===== src/design/itcf_pkg.sv =====
// Shared types, constants and helpers for the IMU tilt complementary filter.
package itcf_pkg;

    localparam int ADC_BITS     = 10;
    localparam int ANGLE_BITS   = 16;
    localparam int CFG_IDX_W    = 3;
    localparam int CFG_DATA_W   = 16;
    localparam int CW           = 34;   // CORDIC x/y width
    localparam int ZW           = 20;   // CORDIC angle accumulator width
    localparam int PW           = 52;   // shared product register width
    localparam int SQW          = 38;   // sum of squares width
    localparam int SQRT_STEPS   = 19;
    localparam int CORDIC_STEPS = 16;

    localparam logic [CFG_IDX_W-1:0] CFG_ACC_OFFSET  = 3'd0;
    localparam logic [CFG_IDX_W-1:0] CFG_ACC_SCALE   = 3'd1;
    localparam logic [CFG_IDX_W-1:0] CFG_GYRO_OFFSET = 3'd2;
    localparam logic [CFG_IDX_W-1:0] CFG_GYRO_SCALE  = 3'd3;
    localparam logic [CFG_IDX_W-1:0] CFG_MIN_MAG     = 3'd4;
    localparam logic [CFG_IDX_W-1:0] CFG_MAX_MAG     = 3'd5;
    localparam logic [CFG_IDX_W-1:0] CFG_INV_FT      = 3'd6;

    localparam logic [20:0] TWO_PI_Q16  = 21'd411775;
    localparam logic [20:0] PI_Q16      = 21'd205887;
    localparam logic [20:0] HALF_PI_Q16 = 21'd102944;
    localparam logic signed [CW-1:0] CORDIC_K_Q16 = 34'sd39797;
    localparam logic [24:0] GAIN_ONE    = 25'h100_0000;

    typedef struct packed {
        logic                  cmd;
        logic [ADC_BITS-1:0]   raw_x;
        logic [ADC_BITS-1:0]   raw_y;
        logic [ADC_BITS-1:0]   raw_z;
        logic [15:0]           dt;
    } t_in_item;

    typedef struct packed {
        logic signed [15:0] tilt_x_out;
        logic signed [15:0] tilt_y_out;
        logic               rejected;
    } t_out_item;

    typedef enum logic [4:0] {
        OP_NOP, OP_GY_INIT, OP_GY_MULDT, OP_CROT, OP_GY_RND, OP_GY_MULC, OP_GY_UPD,
        OP_AC_MUL, OP_AC_RND, OP_AC_SQ, OP_SQ_LOAD, OP_SQ_STEP, OP_CHECK,
        OP_AT_LOAD, OP_AT_NORM, OP_VROT, OP_AT_FIN, OP_MV_MUL, OP_MV_UPD, OP_EMIT
    } t_op;

    typedef struct packed {
        t_op        op;
        logic [1:0] sel;
        logic [3:0] step;
    } t_cmd;

    typedef struct packed {
        logic rej;
        logic norm_done;
        logic out_free;
    } t_status;

    function automatic logic [17:0] atan_lut(input logic [3:0] i);
        logic [17:0] v;
        case (i)
            4'd0:    v = 18'd51472;
            4'd1:    v = 18'd30386;
            4'd2:    v = 18'd16055;
            4'd3:    v = 18'd8150;
            4'd4:    v = 18'd4091;
            4'd5:    v = 18'd2047;
            4'd6:    v = 18'd1024;
            4'd7:    v = 18'd512;
            4'd8:    v = 18'd256;
            4'd9:    v = 18'd128;
            4'd10:   v = 18'd64;
            4'd11:   v = 18'd32;
            4'd12:   v = 18'd16;
            4'd13:   v = 18'd8;
            4'd14:   v = 18'd4;
            4'd15:   v = 18'd2;
            default: v = 18'd0;
        endcase
        return v;
    endfunction

    function automatic logic signed [ANGLE_BITS-1:0] sat_angle(input logic signed [25:0] v);
        logic signed [25:0] hi;
        logic signed [25:0] lo;
        logic signed [ANGLE_BITS-1:0] r;
        hi = 26'sd32767;
        lo = -26'sd32768;
        if (v > hi) begin
            r = 16'sh7FFF;
        end else if (v < lo) begin
            r = 16'sh8000;
        end else begin
            r = v[ANGLE_BITS-1:0];
        end
        return r;
    endfunction

endpackage


===== src/design/itcf_ctrl.sv =====
// Controller: sequences the datapath through gyro and accel updates.
module itcf_ctrl import itcf_pkg::*; (
    input  logic    i_clk,
    input  logic    i_rst_n,
    input  logic    i_in_valid,
    input  logic    i_in_cmd,
    output logic    o_in_ready,
    input  t_status i_status,
    output t_cmd    o_cmd
);

    typedef enum logic [4:0] {
        S_IDLE, S_G_INIT, S_G_MULDT, S_G_ROT, S_G_RND, S_G_MULC, S_G_UPD,
        S_A_MUL, S_A_RND, S_A_SQ, S_SQ_LOAD, S_SQ_STEP, S_CHECK,
        S_T_LOAD, S_T_NORM, S_T_ROT, S_T_FIN, S_M_MUL, S_M_UPD, S_EMIT
    } t_state;

    t_state     r_state;
    logic [1:0] r_sel;
    logic [4:0] r_step;

    assign o_in_ready = (r_state == S_IDLE);

    always_comb begin
        o_cmd.sel  = r_sel;
        o_cmd.step = r_step[3:0];
        case (r_state)
            S_G_INIT:  o_cmd.op = OP_GY_INIT;
            S_G_MULDT: o_cmd.op = OP_GY_MULDT;
            S_G_ROT:   o_cmd.op = OP_CROT;
            S_G_RND:   o_cmd.op = OP_GY_RND;
            S_G_MULC:  o_cmd.op = OP_GY_MULC;
            S_G_UPD:   o_cmd.op = OP_GY_UPD;
            S_A_MUL:   o_cmd.op = OP_AC_MUL;
            S_A_RND:   o_cmd.op = OP_AC_RND;
            S_A_SQ:    o_cmd.op = OP_AC_SQ;
            S_SQ_LOAD: o_cmd.op = OP_SQ_LOAD;
            S_SQ_STEP: o_cmd.op = OP_SQ_STEP;
            S_CHECK:   o_cmd.op = OP_CHECK;
            S_T_LOAD:  o_cmd.op = OP_AT_LOAD;
            S_T_NORM:  o_cmd.op = OP_AT_NORM;
            S_T_ROT:   o_cmd.op = OP_VROT;
            S_T_FIN:   o_cmd.op = OP_AT_FIN;
            S_M_MUL:   o_cmd.op = OP_MV_MUL;
            S_M_UPD:   o_cmd.op = OP_MV_UPD;
            S_EMIT:    o_cmd.op = i_status.out_free ? OP_EMIT : OP_NOP;
            default:   o_cmd.op = OP_NOP;
        endcase
    end

    always_ff @(posedge i_clk) begin
        if (!i_rst_n) begin
            r_state <= S_IDLE;
            r_sel   <= '0;
            r_step  <= '0;
        end else begin
            case (r_state)
                S_IDLE: begin
                    r_sel  <= '0;
                    r_step <= '0;
                    if (i_in_valid) begin
                        r_state <= i_in_cmd ? S_A_MUL : S_G_INIT;
                    end
                end
                S_G_INIT:  r_state <= S_G_MULDT;
                S_G_MULDT: begin
                    r_step  <= '0;
                    r_state <= S_G_ROT;
                end
                S_G_ROT: begin
                    r_step <= r_step + 5'd1;
                    if (r_step == 5'(CORDIC_STEPS - 1)) begin
                        r_state <= S_G_RND;
                    end
                end
                S_G_RND:  r_state <= S_G_MULC;
                S_G_MULC: r_state <= S_G_UPD;
                S_G_UPD: begin
                    if (r_sel == 2'd0) begin
                        r_sel   <= 2'd1;
                        r_state <= S_G_INIT;
                    end else begin
                        r_state <= S_EMIT;
                    end
                end
                S_A_MUL: r_state <= S_A_RND;
                S_A_RND: r_state <= S_A_SQ;
                S_A_SQ: begin
                    if (r_sel == 2'd2) begin
                        r_sel   <= 2'd0;
                        r_state <= S_SQ_LOAD;
                    end else begin
                        r_sel   <= r_sel + 2'd1;
                        r_state <= S_A_MUL;
                    end
                end
                S_SQ_LOAD: begin
                    r_step  <= '0;
                    r_state <= S_SQ_STEP;
                end
                S_SQ_STEP: begin
                    r_step <= r_step + 5'd1;
                    if (r_step == 5'(SQRT_STEPS - 1)) begin
                        r_state <= (r_sel == 2'd0) ? S_CHECK : S_T_LOAD;
                    end
                end
                S_CHECK: begin
                    if (i_status.rej) begin
                        r_state <= S_EMIT;
                    end else begin
                        r_sel   <= 2'd1;
                        r_state <= S_SQ_LOAD;
                    end
                end
                S_T_LOAD: r_state <= S_T_NORM;
                S_T_NORM: begin
                    if (i_status.norm_done) begin
                        r_step  <= '0;
                        r_state <= S_T_ROT;
                    end
                end
                S_T_ROT: begin
                    r_step <= r_step + 5'd1;
                    if (r_step == 5'(CORDIC_STEPS - 1)) begin
                        r_state <= S_T_FIN;
                    end
                end
                S_T_FIN: begin
                    if (r_sel == 2'd1) begin
                        r_sel   <= 2'd2;
                        r_state <= S_SQ_LOAD;
                    end else begin
                        r_sel   <= 2'd0;
                        r_state <= S_M_MUL;
                    end
                end
                S_M_MUL: r_state <= S_M_UPD;
                S_M_UPD: begin
                    if (r_sel == 2'd0) begin
                        r_sel   <= 2'd1;
                        r_state <= S_M_MUL;
                    end else begin
                        r_state <= S_EMIT;
                    end
                end
                S_EMIT: begin
                    if (i_status.out_free) begin
                        r_state <= S_IDLE;
                    end
                end
                default: r_state <= S_IDLE;
            endcase
        end
    end

endmodule


===== config.mk =====
export PLATFORM = sky130hd
export DESIGN_NAME = itcf_ctrl
export DESIGN_NICKNAME = d
export VERILOG_FILES = /design/src/design/itcf_pkg.sv /design/src/design/itcf_ctrl.sv
export SDC_FILE = /design/constraint.sdc
export NUM_CORES = 1
export LEC_CHECK = 0
export BUFFER_PORTS_ARGS = -buffer_cell sky130_fd_sc_hd__clkbuf_2
export CAP_MARGIN = 20
export CELL_PAD_IN_SITES_DETAIL_PLACEMENT = 1
export CELL_PAD_IN_SITES_GLOBAL_PLACEMENT = 1
export CORE_AREA = 4 4 67 69
export CTS_CLUSTER_DIAMETER = 30
export DETAILED_ROUTE_END_ITERATION = 10
export DIE_AREA = 0 0 71 73
export GPL_TIMING_DRIVEN = 1
export PLACE_DENSITY = 0.68
export SYNTH_ARGS = -nofsm -noshare
export SYNTH_HDL_FRONTEND = slang
export SYNTH_SLANG_ARGS = --single-unit

===== constraint.sdc =====
create_clock -name i_clk -period 1.6 [get_ports i_clk]
set_input_delay 0.08 -clock i_clk [delete_from_list [all_inputs] [get_ports i_clk]]
set_output_delay 0.08 -clock i_clk [all_outputs]
set_load 0.01 [all_outputs]

==> results of run 1 <==
## metal layers
metal / track usage / vias up / routed length [microns]
met5: 0 / - / 0
met4: 0.04802 / 0 / 59
met3: 0.03030 / 8 / 215
met2: 0.3100 / 40 / 2221
met1: 0.2094 / 703 / 1838
li1: - / 673 / -
## final timing paths
check,slack (ns),endpoint
worst min-delay path,0.23,r_state[4]
worst min register to register,0.56,r_step[4]
worst max-delay path,-0.14,r_state[0]
worst max register to register,-0.14,r_state[0]
## final cells by class
| cell class | instances | area (sq um) | share of cell area |
|---|---|---|---|
| timing repair buffer | 54 | 401.6 | 0.2352 |
| inverter | 7 | 26.28 | 0.01538 |
| clock buffer | 4 | 55.05 | 0.03223 |
| sequential | 12 | 247.7 | 0.1451 |
| tap | 50 | 62.56 | 0.03663 |
| multi-input combinational | 126 | 914.6 | 0.5355 |
## critical path, stage by stage, from the launching register on
cell and delay [ns]:
dfxtp_2 0.33, ha_4 0.15, and3_4 0.18, ha_4 0.15, and4bb_1 0.29, o31ai_4 0.08, or2_1 0.26, o211ai_1 0.10
o2bb2ai_1 0.13
## where the power goes
group / switching (mW) / internal (mW)
sequential: 0.126 / 0.389
combinational: 1.00 / 0.961
clock: 0.133 / 0.218
## timing repair
action,in CTS,in global routing
setup endpoints to repair,12,15
resized for setup,5,8
buffers inserted,1,0
pin swaps,4,1
## cell families after synthesis
family                   count (synthesis)  share of synthesized area
adder cells (fa/ha/maj)                  3                    0.03049
flip-flops                              12                     0.1951
XOR/XNOR                                 5                    0.03558
buffers and inverters                   24                     0.1179
AO/OA/AOI/OAI                           54                     0.3303
AND/OR/NAND/NOR                         63                     0.2825
multiplexers                             1                   0.008130
## synthesized netlist by cell type (3+ instances only)
cell type / instances
o211ai_1: 4
nand3_1: 4
buf_4: 5
xor2_1: 3
ha_1: 3
nand4_1: 7
nor2_1: 14
o21ai_0: 13
nand2_1: 14
clkbuf_1: 3
a211oi_1: 4
dfxtp_1: 12
nor2b_1: 4
buf_6: 4
buf_2: 5
inv_1: 7
a21oi_1: 10
## sequential cells by signal, summed over array words and instances (netlist names)
name,count
r_state,5
r_step,5
r_sel,2
## through the flow
stage	TNS, ns	hold WS [ns]	instance area (sq um)
after CTS	-0.6370	0.2029	1678
after global routing	-1.542	0.2338	1708
after global placement	-0.3204	0.4667	1598
after detailed placement	-0.6514	0.4702	1598
final	-0.5540	0.2286	1708
after floorplan	-0.1432	0.2891	1264
==> qor.txt, run 1 <==
CTS Sinks: 12
Initial core utilization: 0.3146
DRT Pass-1 Iters: 4
Setup Skew: 0.002856 ns
Drt wl/cell: 17.13 microns
Crit path from: r_step[1]
Final WS setup: -0.1393 ns
First-pass GRT wire length: 7.107 mm
RR Startpoint: r_step[1]
Core Area: 3914 sq um
Arrival time worst endpoint: 1.92 ns
Clk slew on worst S/H paths: 0.06 ns
Die width: 71 microns
Area Overhead vs Synth: 38.72%
Chip Height: 73 microns
Synth Cell Area: 1231 sq um
Max Cap Violations: 0
Crit start category: flop
Synth area leader: dfxtp_1
DP Worst Slack: -0.1428 ns
Final estimated routing congestion in global placement: 0.8380
Yosys warns: 0
Final hold viol count: 0
Fraction of registers with async set/reset: 0
Maximum clock path buffer count: 2
Yosys cell types: 52
Antenna Cells: 0
CP Capture Type: flop
Worst path required time: 1.78 ns
# IOs: 19
Nets: 214
HPWL after DPL: 3.290 mm
Status: finished with violations
Max-slew violations: 0
Fill count: 498
FP Rows: 23
Hold-fix buffers, CTS: 0
Vias in the first global route: 1435
Seq/Total Area, Yosys: 0.1951
Peak VDD IR: 0.7280 mV
Avg Cell Area, Syn: 7.600 sq um
Cells on worst reg2reg path: 8
Setup CP Type: flop to flop
Htree depth: 1
Synthesized flop and latch total: 12
Hold Path Origin: i_status[0]
CTS Buf Count: 3
Main synth FF type: dfxtp_1
Share of cells above drive strength 1: 0.3892
Antenna violations before repair: 0
Final setup fails: 6
Top cells by area, synth: dfxtp_1 (20%), o21ai_0 (5.3%), nand2_1 (4.3%)
Routed WL: 4.335 mm
Mapped Cells: 162
Worst Tran Pin Value: 0.3884 ns
Number of enable flip-flop cells after synthesis: 0
Remaining Overflow, GRT: 0
Total power: 2.830 mW
Worst skew pair latency: 0.25 ns
Final cell count without fillers: 253
Leakage: 0.7363 nW
CTS tree: built
Pin count of the biggest net entering global routing: 25
Most common cell after layout, fill and taps aside: buf_4
Hold depth: 3
Tmin final: 1.739 ns
Root Driver: clkbuf_8
Tcrit/Tclk final: 1.087
F_max: 575.0 MHz
Total GRT Usage: 0.1720
Worst min path class: input port to flop
Vias: 1424
Unrepaired setup endpoints after global routing: true
Power density over the cells: 1657 nW/um^2
Final ANT Viol Nets: 0
Buffers added on ports: 18
DRT iter0 DRCs: 75
Vias per cell: 5.628
Final Core Density: 0.4364
Commonest cells after routing, fill and taps aside: buf_4 (32), clkbuf_2 (18), nand2_1 (14)
Top fanout value on the critical path: 3
Post-synth top area share: 0.1951
Die area: 5183 sq um
Mapped Nets: 172
Failing checks: setup timing
Placed cell count: 248
Rel. slew slack: 0.7383
DRC Markers: 0
Note: power is estimated with default switching activity, not from simulation.
==> inputs of run 2 (changes only) <==
--- a/config.mk
+++ b/config.mk
@@ -13,8 +13,8 @@
 export CTS_CLUSTER_DIAMETER = 30
 export DETAILED_ROUTE_END_ITERATION = 10
 export DIE_AREA = 0 0 71 73
-export GPL_TIMING_DRIVEN = 1
-export PLACE_DENSITY = 0.68
+export GPL_TIMING_DRIVEN = 0
+export PLACE_DENSITY = 0.66
 export SYNTH_ARGS = -nofsm -noshare
 export SYNTH_HDL_FRONTEND = slang
 export SYNTH_SLANG_ARGS = --single-unit
==> run 2 against run 1 <==
The flow still finishes with violations (setup timing). Clock skew shrank 0.0024 ns. Total power is 8.9% lower. Critical path type unchanged. Combinational power decreased by 9%. Die area unchanged. Setup slack worse by 0.0071 ns. Design area fell by 6.5%. Utilization is 2.8 points lower.
==> qor.txt, run 2 (same netlist as run 1, synthesis figures left out) <==
Tmin final: 1.746 ns (was 1.739 ns)
Clk slew on worst S/H paths: 0.05 ns (was 0.06 ns)
Hold depth: 3 (unchanged)
HPWL after DPL: 3.181 mm (was 3.290 mm)
Htree depth: 1 (unchanged)
Hold Path Sink: r_state[4] (unchanged)
Antenna Cells: 0 (unchanged)
CTS Buf Count: 3 (unchanged)
CTS tree: built (unchanged)
Vias: 1376 (was 1424)
Worst Tran Pin Value: 0.6184 ns (was 0.3884 ns)
Maximum clock path buffer count: 2 (unchanged)
Power density over the cells: 1615 nW/um^2 (was 1657 nW/um^2)
CP max stage cell: dfxtp_4 (was dfxtp_2)
Initial core utilization: 0.3146 (unchanged)
Top fanout value on the critical path: 3 (unchanged)
Crit Reg-Reg Endpoint: r_state[2] (was r_state[0])
DRT Pass-1 Iters: 4 (unchanged)
RR Startpoint: r_step[1] (unchanged)
Arrival time worst endpoint: 1.93 ns (was 1.92 ns)
Crit path cell chain: ha_4, and3_4, ha_4, and4bb_1, o31ai_4, nand3_2, o21bai_4, a21boi_2 (was ha_4, and3_4, ha_4, and4bb_1, o31ai_4, or2_1, o211ai_1, o2bb2ai_1)
Final estimated routing congestion in global placement: 0.8426 (was 0.8380)
Most common cell after layout, fill and taps aside: clkbuf_2 (was buf_4)
Vias in the first global route: 1406 (was 1435)
Leakage: 0.6510 nW (was 0.7363 nW)
First-pass GRT wire length: 6.762 mm (was 7.107 mm)
DRC Markers: 0 (unchanged)
Fill count: 505 (was 498)
Peak VDD IR: 0.6314 mV (was 0.7280 mV)
Root Driver: clkbuf_8 (unchanged)
Remaining Overflow, GRT: 0 (unchanged)
Final Core Density: 0.4079 (was 0.4364)
Rel. slew slack: 0.5832 (was 0.7383)
DRT iter0 DRCs: 79 (was 75)
Total power: 2.578 mW (was 2.830 mW)
Worst min path class: input port to flop (unchanged)
Worst path required time: 1.78 ns (about the same)
Die width: 71 microns (unchanged)
Pin count of the biggest net entering global routing: 11 (was 25)
Most frequent CP cell: ha_4 (unchanged)
Final ANT Viol Nets: 0 (unchanged)
F_max: 572.6 MHz (was 575.0 MHz)
FP Rows: 23 (unchanged)
Core Area: 3914 sq um (unchanged)
Tcrit/Tclk final: 1.091 (was 1.087)
Area Overhead vs Synth: 29.67% (was 38.72%)
Max Cap Violations: 0 (unchanged)
Drt wl/cell: 17.65 microns (was 17.13 microns)
Worst skew pair latency: 0.24 ns (was 0.25 ns)
Antenna violations before repair: 0 (unchanged)
Setup Skew: 0.0004872 ns (was 0.002856 ns)
Failing checks: setup timing (unchanged)
Unrepaired setup endpoints after global routing: true (unchanged)
Chip Height: 73 microns (unchanged)
Final WS setup: -0.1464 ns (was -0.1393 ns)
Total GRT Usage: 0.1640 (was 0.1720)
Flop2flop setup slack: -0.15 ns (was -0.14 ns)
Routed WL: 4.200 mm (was 4.335 mm)
Share of cells above drive strength 1: 0.3564 (was 0.3892)
Top delay family on crit path: compound AO/OA/AOI/OAI gates (was simple AND/OR/NAND/NOR gates)
Cells on worst reg2reg path: 8 (unchanged)
Status: finished with violations (unchanged)
Max-slew violations: 0 (unchanged)
CP Capture Type: flop (unchanged)
Largest regs: r_state x5, r_step x5, r_sel x2 (unchanged)
Nets: 200 (was 214)
Max incr delay on CP: 0.36 ns (was 0.33 ns)
Commonest cells after routing, fill and taps aside: clkbuf_2 (17), nand2_1 (14), nor2_1 (13) (was buf_4 (32), clkbuf_2 (18), nand2_1 (14))
Crit start category: flop (unchanged)
Die area: 5183 sq um (unchanged)
Hold Path Origin: i_status[0] (unchanged)
Cell depth of the worst setup path: 8 (unchanged)
Final setup fails: 10 (was 6)
Buffers added on ports: 17 (was 18)
Final hold viol count: 0 (unchanged)
Critical path buffers and inverters: 0 (unchanged)
# IOs: 19 (unchanged)
Setup CP Type: flop to flop (unchanged)
Hold-fix buffers, CTS: 0 (unchanged)
CTS Sinks: 12 (unchanged)
Vias per cell: 5.782 (was 5.628)
[run 2: worst max-delay path by stage]
| stage | end | start |
|---|---|---|
| 2_1_floorplan | r_state[0] | r_step[1] |
| 3_3_place_gp | r_state[2] | r_step[0] |
| 3_5_place_dp | r_step[2] | r_state[2] |
| 4_1_cts | r_state[2] | r_step[1] |
| 5_1_grt | r_state[0] | r_step[1] |
| 6_report | r_state[2] | r_step[1] |
[run 2: layout make-up]
cell class | instances | area [sq um] | area share
Clock buffer | 3 | 41.29 | 0.02586
Timing Repair Buffer | 23 | 130.1 | 0.08150
Tap cell | 50 | 62.56 | 0.03918
Buffer | 17 | 141.4 | 0.08856
Sequential cell | 12 | 254.0 | 0.1591
Multi-Input combinational cell | 126 | 937.1 | 0.5870
Inverter | 7 | 30.03 | 0.01881
[run 2: power breakdown]
part           internal (mW)  switching, mW
Clock                  0.166          0.117
Combinational          0.785           1.01
Sequential             0.398          0.105
[run 2: layer usage]
layer / global-route usage / vias to the layer above / wire, microns
met3: 0.03581 / 9 / 204
met1: 0.1872 / 671 / 1664
li1: - / 651 / -
met5: 0 / - / 0
met4: 0.06263 / 0 / 86
met2: 0.2976 / 45 / 2245
[run 2: what timing repair did]
item,in CTS,in global routing
setup endpoints to repair,14,12
resized for setup,15,21
pin swaps,7,7
setup buffers,3,3
[run 2: worst reg2reg max path, delay by kind of cell (launching register included)]
family,cells,cell delay [ns]
compound gates,3,0.56
fa+ha+maj,2,0.25
flops,1,0.36
simple gates,3,0.52
[run 2: metrics by stage]
step / setup TNS (ns) / instances / hold slack (ns) / setup WS (ns) / area (sq um)
6_report: -1.037 / 238 / 0.2412 / -0.1464 / 1597
5_1_grt: -1.826 / 238 / 0.2679 / -0.2247 / 1597
4_1_cts: -1.094 / 235 / 0.2460 / -0.2176 / 1520
3_5_place_dp: -2.837 / 229 / 0.4965 / -0.3681 / 1411
3_3_place_gp: -1.885 / 229 / 0.4848 / -0.2382 / 1411
2_1_floorplan: -0.1432 / 162 / 0.2891 / -0.07378 / 1264
==> inputs of run 3 (changes only) <==
--- a/config.mk
+++ b/config.mk
@@ -13,7 +13,6 @@
 export CTS_CLUSTER_DIAMETER = 30
 export DETAILED_ROUTE_END_ITERATION = 10
 export DIE_AREA = 0 0 71 73
-export GPL_TIMING_DRIVEN = 0
 export PLACE_DENSITY = 0.66
 export SYNTH_ARGS = -nofsm -noshare
 export SYNTH_HDL_FRONTEND = slang
==> run 3 against run 2 <==
The flow still finishes with violations (setup timing). Highest routed layer unchanged. Register-to-register slack is essentially flat. First-iteration DRC count is 52% lower. Global-route usage up 0.52 points. Worst hold slack got worse by 0.027 ns. Combinational power up 11%. Cell count is 11% higher. Flip-flop and latch count unchanged. Clock skew up 0.0025 ns. Via count grew 5.5%. Die area is the same. Fmax is 0.48% lower.
==> qor.txt, run 3 (same netlist as run 1, synthesis figures left out) <==
Status: finished with violations (unchanged)
Failing checks: setup timing (unchanged)
CTS Buf Count: 3 (unchanged)
Vias in the first global route: 1455 (was 1406)
Peak VDD IR: 0.7253 mV (was 0.6314 mV)
Die width: 71 microns (unchanged)
Critical path buffers and inverters: 0 (unchanged)
Crit path cell chain: ha_4, and3_4, ha_4, and4bb_1, o31ai_4, or2_1, o211ai_1, o2bb2ai_1 (was ha_4, and3_4, ha_4, and4bb_1, o31ai_4, nand3_2, o21bai_4, a21boi_2)
Max-slew violations: 0 (unchanged)
Most frequent CP cell: ha_4 (unchanged)
Area Overhead vs Synth: 44.51% (was 29.67%)
Sum Neg Setup Slack: -0.7129 ns (was -1.037 ns)
CTS Sinks: 12 (unchanged)
Worst path required time: 1.78 ns (about the same)
Crit path from: r_step[1] (unchanged)
CP max stage cell: dfxtp_2 (was dfxtp_4)
Worst Tran Pin Value: 0.4220 ns (was 0.6184 ns)
Commonest cells after routing, fill and taps aside: buf_4 (40), clkbuf_2 (18), nand2_1 (14) (was clkbuf_2 (17), nand2_1 (14), nor2_1 (13))
Final estimated routing congestion in global placement: 0.8551 (was 0.8426)
Antenna Cells: 0 (unchanged)
Unrepaired setup endpoints after global routing: true (unchanged)
Tcrit/Tclk final: 1.097 (was 1.091)
Crit Reg-Reg Endpoint: r_state[0] (was r_state[2])
Initial core utilization: 0.3146 (unchanged)
Buffers added on ports: 18 (was 17)
Routed WL: 4.646 mm (was 4.200 mm)
First-pass GRT wire length: 6.975 mm (was 6.762 mm)
Worst min path class: input port to flop (unchanged)
Flop2flop setup slack: -0.15 ns (about the same)
Final setup fails: 5 (was 10)
CTS tree: built (unchanged)
Final WS setup: -0.1549 ns (was -0.1464 ns)
Antenna violations before repair: 0 (unchanged)
Nets: 225 (was 200)
Hold-fix buffers, CTS: 0 (unchanged)
DRT iter0 DRCs: 38 (was 79)
Setup Skew: 0.003016 ns (was 0.0004872 ns)
CP Capture Type: flop (unchanged)
Tmin final: 1.755 ns (was 1.746 ns)
Vias per cell: 5.496 (was 5.782)
Pin count of the biggest net entering global routing: 15 (was 11)
Cell depth of the worst setup path: 8 (unchanged)
Root Driver: clkbuf_8 (unchanged)
Core Area: 3914 sq um (unchanged)
Drt wl/cell: 17.60 microns (was 17.65 microns)
Crit start category: flop (unchanged)
Rel. slew slack: 0.7114 (was 0.5832)
Cells on worst reg2reg path: 8 (unchanged)
Fin area: 1779 sq um (was 1597 sq um)
Final Core Density: 0.4546 (was 0.4079)
Arrival time worst endpoint: 1.93 ns (about the same)
Largest regs: r_state x5, r_step x5, r_sel x2 (unchanged)
Share of cells above drive strength 1: 0.4206 (was 0.3564)
Setup CP Type: flop to flop (unchanged)
Vias: 1451 (was 1376)
Remaining Overflow, GRT: 0 (unchanged)
Setup crit end: r_state[0] (was r_state[2])
HPWL after DPL: 3.446 mm (was 3.181 mm)
Maximum clock path buffer count: 2 (unchanged)
# IOs: 19 (unchanged)
Leakage: 0.7762 nW (was 0.6510 nW)
Area after DPL: 1583 sq um (was 1411 sq um)
Top delay family on crit path: simple AND/OR/NAND/NOR gates (was compound AO/OA/AOI/OAI gates)
Max Cap Violations: 0 (unchanged)
Most common cell after layout, fill and taps aside: buf_4 (was clkbuf_2)
Top fanout value on the critical path: 3 (unchanged)
Max incr delay on CP: 0.33 ns (was 0.36 ns)
Total GRT Usage: 0.1692 (was 0.1640)
FP Rows: 23 (unchanged)
Htree depth: 1 (unchanged)
RR Startpoint: r_step[1] (unchanged)
DP Worst Slack: -0.1380 ns (was -0.3681 ns)
DRC Markers: 0 (unchanged)
Final hold viol count: 0 (unchanged)
Final ANT Viol Nets: 0 (unchanged)
Die area: 5183 sq um (unchanged)
Clk slew on worst S/H paths: 0.06 ns (was 0.05 ns)
F_max: 569.8 MHz (was 572.6 MHz)
Chip Height: 73 microns (unchanged)
Worst skew pair latency: 0.25 ns (was 0.24 ns)
Power density over the cells: 1615 nW/um^2 (about the same)
DRT Pass-1 Iters: 4 (unchanged)
## run 3: where the power goes
group	total, mW	leakage, nW	internal, mW	switching [mW]
Combinational	1.99	0.646	0.983	1.01
Sequential	0.530	0.101	0.396	0.135
Clock	0.349	0.0288	0.218	0.131
Total	2.87	0.776	1.60	1.28
## run 3: worst reg2reg max path, delay by kind of cell (launching register included)
kind	cells	cell delay, ns
flip-flops	1	0.33
AO/OA/AOI/OAI	3	0.31
AND/OR/NAND/NOR	3	0.73
adder cells (fa/ha/maj)	2	0.31
## run 3: layout make-up
type,count,area (sq um)
Tap cell,50,62.56
Timing Repair Buffer,65,462.9
Fill cell,509,2135
Inverter,7,26.28
Multi-Input combinational cell,126,917.1
Sequential cell,12,255.2
Clock buffer,4,55.05
## run 3: worst min path at each step
stage	startpoint	endpoint	depth (start not counted)
final	i_rst_n	r_state[4]	2
after global routing	i_rst_n	r_state[4]	2
after CTS	i_rst_n	r_state[4]	2
after detailed placement	i_rst_n	r_state[4]	2
after global placement	i_rst_n	r_state[3]	3
after floorplan	i_status[0]	r_state[4]	2
## run 3: through the flow
| stage | hold WS, ns | instances | power (mW) |
|---|---|---|---|
| 6_report | 0.2145 | 264 | 2.874 |
| 5_1_grt | 0.2315 | 264 | 3.087 |
| 4_1_cts | 0.2027 | 255 | 2.676 |
| 3_5_place_dp | 0.4801 | 251 | 2.273 |
| 3_3_place_gp | 0.4743 | 251 | 2.183 |
| 2_1_floorplan | 0.2891 | 162 | 1.584 |
## run 3: metal layers
metal / share of wire / track usage / routed length [microns] / vias up
li1: - / - / - / 703
met1: 0.41 / 0.1915 / 1908 / 720
met2: 0.55 / 0.3296 / 2558 / 22
met3: 0.026 / 0.01791 / 122 / 6
met4: 0.012 / 0.05219 / 57 / 0
met5: 0 / 0 / 0 / -
## run 3: repair_timing
item / in CTS / in global routing
endpoints found under the setup margin: 12 / 13
setup buffers: 0 / 8
pin swaps: 4 / 10
gates resized for setup: 6 / 17
cloned: 0 / 1
